--- src/rtl/mqws_pkg.sv ---
`default_nettype none
// ----------------------------------------------------------------------------
// Work-stealing queue package
// Shared types, register indexes, operation codes and reset values.
// ----------------------------------------------------------------------------
package mqws_pkg;

  localparam int NUM_QUEUES_DEF  = 4;
  localparam int QUEUE_DEPTH_DEF = 64;
  localparam int MAX_QUEUES      = 4;
  localparam int PAYLOAD_BITS    = 32;
  localparam int QIDX_BITS       = 2;
  localparam int TOTAL_BITS      = 9;
  localparam int ACTIVE_BITS     = 3;
  localparam int ORDER_BITS      = 6;
  localparam int CFG_INDEX_BITS  = 3;
  localparam int CFG_DATA_BITS   = 6;

  localparam logic [CFG_INDEX_BITS-1:0] CFG_ACTIVE = 3'd0;
  localparam logic [CFG_INDEX_BITS-1:0] CFG_ORDER0 = 3'd1;
  localparam logic [CFG_INDEX_BITS-1:0] CFG_ORDER1 = 3'd2;
  localparam logic [CFG_INDEX_BITS-1:0] CFG_ORDER2 = 3'd3;
  localparam logic [CFG_INDEX_BITS-1:0] CFG_ORDER3 = 3'd4;

  localparam logic [ACTIVE_BITS-1:0] ACTIVE_RESET = 3'd4;
  localparam logic [ORDER_BITS-1:0]  ORDER0_RESET = 6'd57;
  localparam logic [ORDER_BITS-1:0]  ORDER1_RESET = 6'd14;
  localparam logic [ORDER_BITS-1:0]  ORDER2_RESET = 6'd19;
  localparam logic [ORDER_BITS-1:0]  ORDER3_RESET = 6'd36;

  typedef enum logic [1:0] {
    FUNC_ENQ    = 2'd0,
    FUNC_STEAL  = 2'd1,
    FUNC_LOCAL  = 2'd2,
    FUNC_REMOTE = 2'd3
  } func_t;

  typedef struct packed {
    logic load_req;
    logic exec;
    logic load_out;
  } mqws_cmd_t;

endpackage
`default_nettype wire

--- src/rtl/mqws_ctrl.sv ---
`default_nettype none
// ----------------------------------------------------------------------------
// Work-stealing queue controller
// Sequences accept, queue update and result load, and owns the output valid.
// ----------------------------------------------------------------------------
module mqws_ctrl
  import mqws_pkg::*;
(
  input  wire        clk,
  input  wire        rst,
  input  wire        in_valid,
  output logic       in_stall,
  output logic       out_valid,
  input  wire        out_stall,
  output mqws_cmd_t  cmd
);

  typedef enum logic [2:0] {
    ST_IDLE = 3'b001,
    ST_EXEC = 3'b010,
    ST_WRAP = 3'b100
  } state_t;

  state_t state, state_next;
  logic   can_load;
  logic   accept;

  assign can_load = !out_valid || !out_stall;

  always_comb begin
    case (state)
      ST_IDLE: in_stall = 1'b0;
      ST_WRAP: in_stall = !can_load;
      default: in_stall = 1'b1;
    endcase
  end

  assign accept       = in_valid && !in_stall;
  assign cmd.load_req = accept;
  assign cmd.exec     = (state == ST_EXEC);
  assign cmd.load_out = (state == ST_WRAP) && can_load;

  always_comb begin
    state_next = state;
    case (state)
      ST_IDLE: begin
        if (accept) state_next = ST_EXEC;
      end
      ST_EXEC: state_next = ST_WRAP;
      ST_WRAP: begin
        if (can_load) state_next = accept ? ST_EXEC : ST_IDLE;
      end
      default: state_next = ST_IDLE;
    endcase
  end

  always_ff @(posedge clk) begin
    if (rst) begin
      state     <= ST_IDLE;
      out_valid <= 1'b0;
    end else begin
      state <= state_next;
      if (cmd.load_out) begin
        out_valid <= 1'b1;
      end else if (out_valid && !out_stall) begin
        out_valid <= 1'b0;
      end
    end
  end

endmodule
`default_nettype wire

--- config.mk ---
export PLATFORM = sky130hd
export DESIGN_NAME = mqws_ctrl
export DESIGN_NICKNAME = d
export VERILOG_FILES = /design/src/rtl/mqws_pkg.sv /design/src/rtl/mqws_ctrl.sv
export SDC_FILE = /design/constraint.sdc
export NUM_CORES = 1
export LEC_CHECK = 0
export CAP_MARGIN = 20
export CORE_AREA = 2 2 39 41
export DETAILED_ROUTE_END_ITERATION = 16
export DIE_AREA = 0 0 41 43
export DONT_BUFFER_PORTS = 1
export PLACE_DENSITY_LB_ADDON = 0.15
export SLEW_MARGIN = 10
export SYNTH_ARGS = -nofsm -noshare
export SYNTH_HDL_FRONTEND = slang
export SYNTH_SLANG_ARGS = --single-unit
--- constraint.sdc ---
create_clock -name clk -period 1.6 [get_ports clk]
set_input_delay 0.32 -clock clk [delete_from_list [all_inputs] [get_ports clk]]
set_output_delay 0.32 -clock clk [all_outputs]
set_load 0.02 [all_outputs]
==> flow_metrics.tcl <==
set metrics [dict create \
    placeableCoreArea_um2 1384 \
    fp-row-count 14 \
    clockRootBuffer "clkbuf_4" \
    power.internal_uw 196.3 \
    hpwlAfterDp_um 384.1 \
    floorplan.initialDensity_pct 15.28 \
    final_wirelength_um 489 \
    critical-path-max-stage-delay_ns 0.40 \
    tritoncts_num_sinks 4 \
    critPathRequiredTime_ns 1.28 \
    ant_nets 0 \
    final-setup-viol-count 0 \
    worst_r2r_startpoint "state[2]" \
    grt_pass1_wl_um 759 \
    multiInputGateArea_um2 118.9 \
    cts.clk_slew.worst_paths_ns 0.04 \
    floorplan.die_area_um2 1763 \
    grt-ovfl-total 0 \
    synthesis.area_um2 211.5 \
    power.leakage_nw 0.09793 \
    worst-slew-pin-transition_ns 0.4419 \
    timing.hold.worst.start "rst" \
    ir_worst_vdd_v 0.0003603 \
    synth_nets 30 \
    worst_setup_path_end_kind "primary output" \
    slew_headroom_pct 70.43 \
    synth_area_in_compound_gates_pct 16.57 \
    grt_use_total_pct 6.727 \
    netSwitchingFraction_pct 23.80 \
    outcome "finished clean" \
    net-switching-power_uw 61.32 \
    vias 192 \
    io-pin-count 9 \
    max_clock_freq_ghz 0.6438 \
    netlist_instances 26 \
    gpl.final_weighted_congestion 0.7002 \
    fill_cells 156 \
    post_synth_xor_area_fraction_pct 0 \
    maxCapViolations 0 \
    holdCritPathClass "in2reg" \
    synth_cell_types 16 \
    drcViolationCount 0 \
    timing.final.crit_share_pct 97.07 \
    worst-r2r-cell-count 3 \
    clock_period_minus_worst_slack_ns 1.553 \
    post-cts-setup-buffers 0 \
    area.sequential_um2 85.08 \
    area_growth_pct 25.44 \
    h-tree-depth 1 \
    crit_path_start_kind "flop" \
    tritoncts "done" \
    detail_route.iter0.violations 9 \
    drt-vias-per-instance 4.267 \
    rr_endpoint "state[0]" \
    timing.clock.skew_ns 0.003342 \
    chipHeight_um 43 \
    timing.final.hold_violations 0 \
    numCtsBuffers 3 \
    dr.pass1.iters 4 \
    instance_count_along_the_most_critical_hold_path 1 \
    worstSetupPathType "reg2out" \
    power.share.clock_pct 48.0 \
    pwr_density_cell_nw_per_um2 971.4 \
    cts_hold_buf 0 \
    first_global_vias 200 \
    antenna_cells 0 \
    wl_per_cell_um 10.87 \
    pre_cts_ws_ns 0.2119 \
    largest_net_degree_at_the_start_of_global_routing 7 \
    syn_area_per_cell_um2 8.133 \
    worstSkewPairLatency_ns 0.23 \
    worstPathArrival_ns 1.23 \
    placedInstanceArea_um2 231.5 \
    die_w_um 41 \
    grt_antenna_before_repair 0 \
    critical_path_cell_by_cell "or3b_4 > a21oi_2 > buf_4" \
    cpMaxStageDelayCell "or3b_4" \
    yosys.area_share.simple_pct 36.69 \
    layout.nets 35 \
    critPathMaxFanout 6 \
    fin_max_slew_vios 0 \
    final_design_area_no_fill_um2 265.3 \
    yosys_register_bits 4 \
    comb_power_share_pct 10.0 \
    yosys-mux-area-fraction_pct 0 \
    postLayoutSetupSlackWorst_ns 0.04684 \
    reg2reg_setup_slack_ns 0.46 \
    seq_power_share_pct 42.0 \
    io_buffers 0 \
    synth_sequential_area_ratio_pct 37.87 \
    whs_endpoint "out_valid" \
    largest_family_of_logic_cells_by_synthesized_area "simple AND/OR/NAND/NOR gates" \
    final_layout_size_suffix_gt1_share_pct 31.03 \
    post_synth_fa_ha_maj_area_fraction_pct 0 \
    ys_warn_count 0 \
    clockBufferDepth 2 \
    rsz0062_at_grt "yes" \
]
## power groups by stage
stage | clock [mW] | sequential [mW] | combinational [mW]
finish | 0.124 | 0.108 | 0.0258
global route | 0.135 | 0.109 | 0.0283
CTS | 0.131 | 0.109 | 0.0262
detailed placement | 0 | 0.110 | 0.0261
global placement | 0 | 0.110 | 0.0260
floorplan | 0 | 0.109 | 0.0274
## registers in the layout, summed over array words and instances, names as in the netlist
name and flops:
out_valid 1, state 3
## worst max-delay path by stage
stage | start | endpoint | cells after the start
finish | state[2] | cmd[0] | 3
global placement | state[2] | cmd[0] | 3
global route | state[2] | cmd[0] | 3
detailed placement | state[2] | cmd[0] | 3
CTS | state[0] | cmd[0] | 3
floorplan | state[2] | cmd[0] | 2
## stage by stage
stage          setup TNS [ns]  cells  hold WS, ns  power (mW)  util, %
2_1_floorplan               0     26       0.3891      0.1366        -
3_3_place_gp                0     42       0.3914      0.1364    16.73
3_5_place_dp                0     42       0.3920      0.1365    16.73
4_1_cts                     0     45       0.1417      0.2664    18.63
5_1_grt            -0.0003252     45       0.1409      0.2720    19.17
6_report                    0     45       0.1508      0.2577    19.17
## cells by family after synthesis
| logic type | Yosys count |
|---|---|
| buf+inv | 3 |
| simple gates | 13 |
| compound gates | 6 |
| flops | 4 |
## repair_timing
item | in CTS | in global routing
resized for setup | 2 | 3
setup endpoints to repair | 1 | 1
pin swaps | 0 | 0
## cell usage after synthesis, drive strengths merged
| cell type | number | share of area (%) |
|---|---|---|
| nand4b | 1 | 4.1 |
| buf | 2 | 7.1 |
| or2 | 1 | 3.0 |
| a21oi | 4 | 9.5 |
| o31ai | 1 | 3.6 |
| nor3b | 1 | 3.6 |
| a211oi | 1 | 3.6 |
| and2b | 1 | 3.6 |
| inv | 1 | 1.8 |
| nor2b | 1 | 3.0 |
| nor2 | 3 | 5.3 |
| dfxtp | 4 | 38 |
| nand2b | 2 | 5.9 |
| nand2 | 1 | 1.8 |
| or3b | 1 | 4.1 |
| nor3 | 1 | 2.4 |
## critical path, delay by kind of cell (launching register included)
| family | cells | cell delay [ns] |
|---|---|---|
| simple gates | 1 | 0.40 |
| flops | 1 | 0.36 |
| buf+inv | 1 | 0.14 |
| compound gates | 1 | 0.11 |
## cells in the final DEF (no fill, tap or decap), drive strengths merged
| cell | n |
|---|---|
| nand2b | 2 |
| buf | 2 |
| o31ai | 1 |
| nor3 | 1 |
| dfxtp | 4 |
| or2 | 1 |
| a211oi | 1 |
| inv | 1 |
| nand4b | 1 |
| nor2b | 1 |
| nand2 | 1 |
| nor3b | 1 |
| a21oi | 4 |
| or3b | 1 |
| nor2 | 3 |
| clkbuf | 3 |
| and2b | 1 |
## final cells by class
type / instances / area share [%]
sequential: 4 / 32.08
timing repair buffer: 2 / 5.660
clock buffer: 3 / 8.491
multi-input combinational: 19 / 44.81
tap: 16 / 7.547
inverter: 1 / 1.415
## layer usage
layer / track usage, % / wire [um]
met1: 6.752 / 227
met2: 9.375 / 206
met3: 6.806 / 54
met4: 2.000 / 0
met5: 0 / 0
Note: power is estimated with default switching activity, not from simulation.
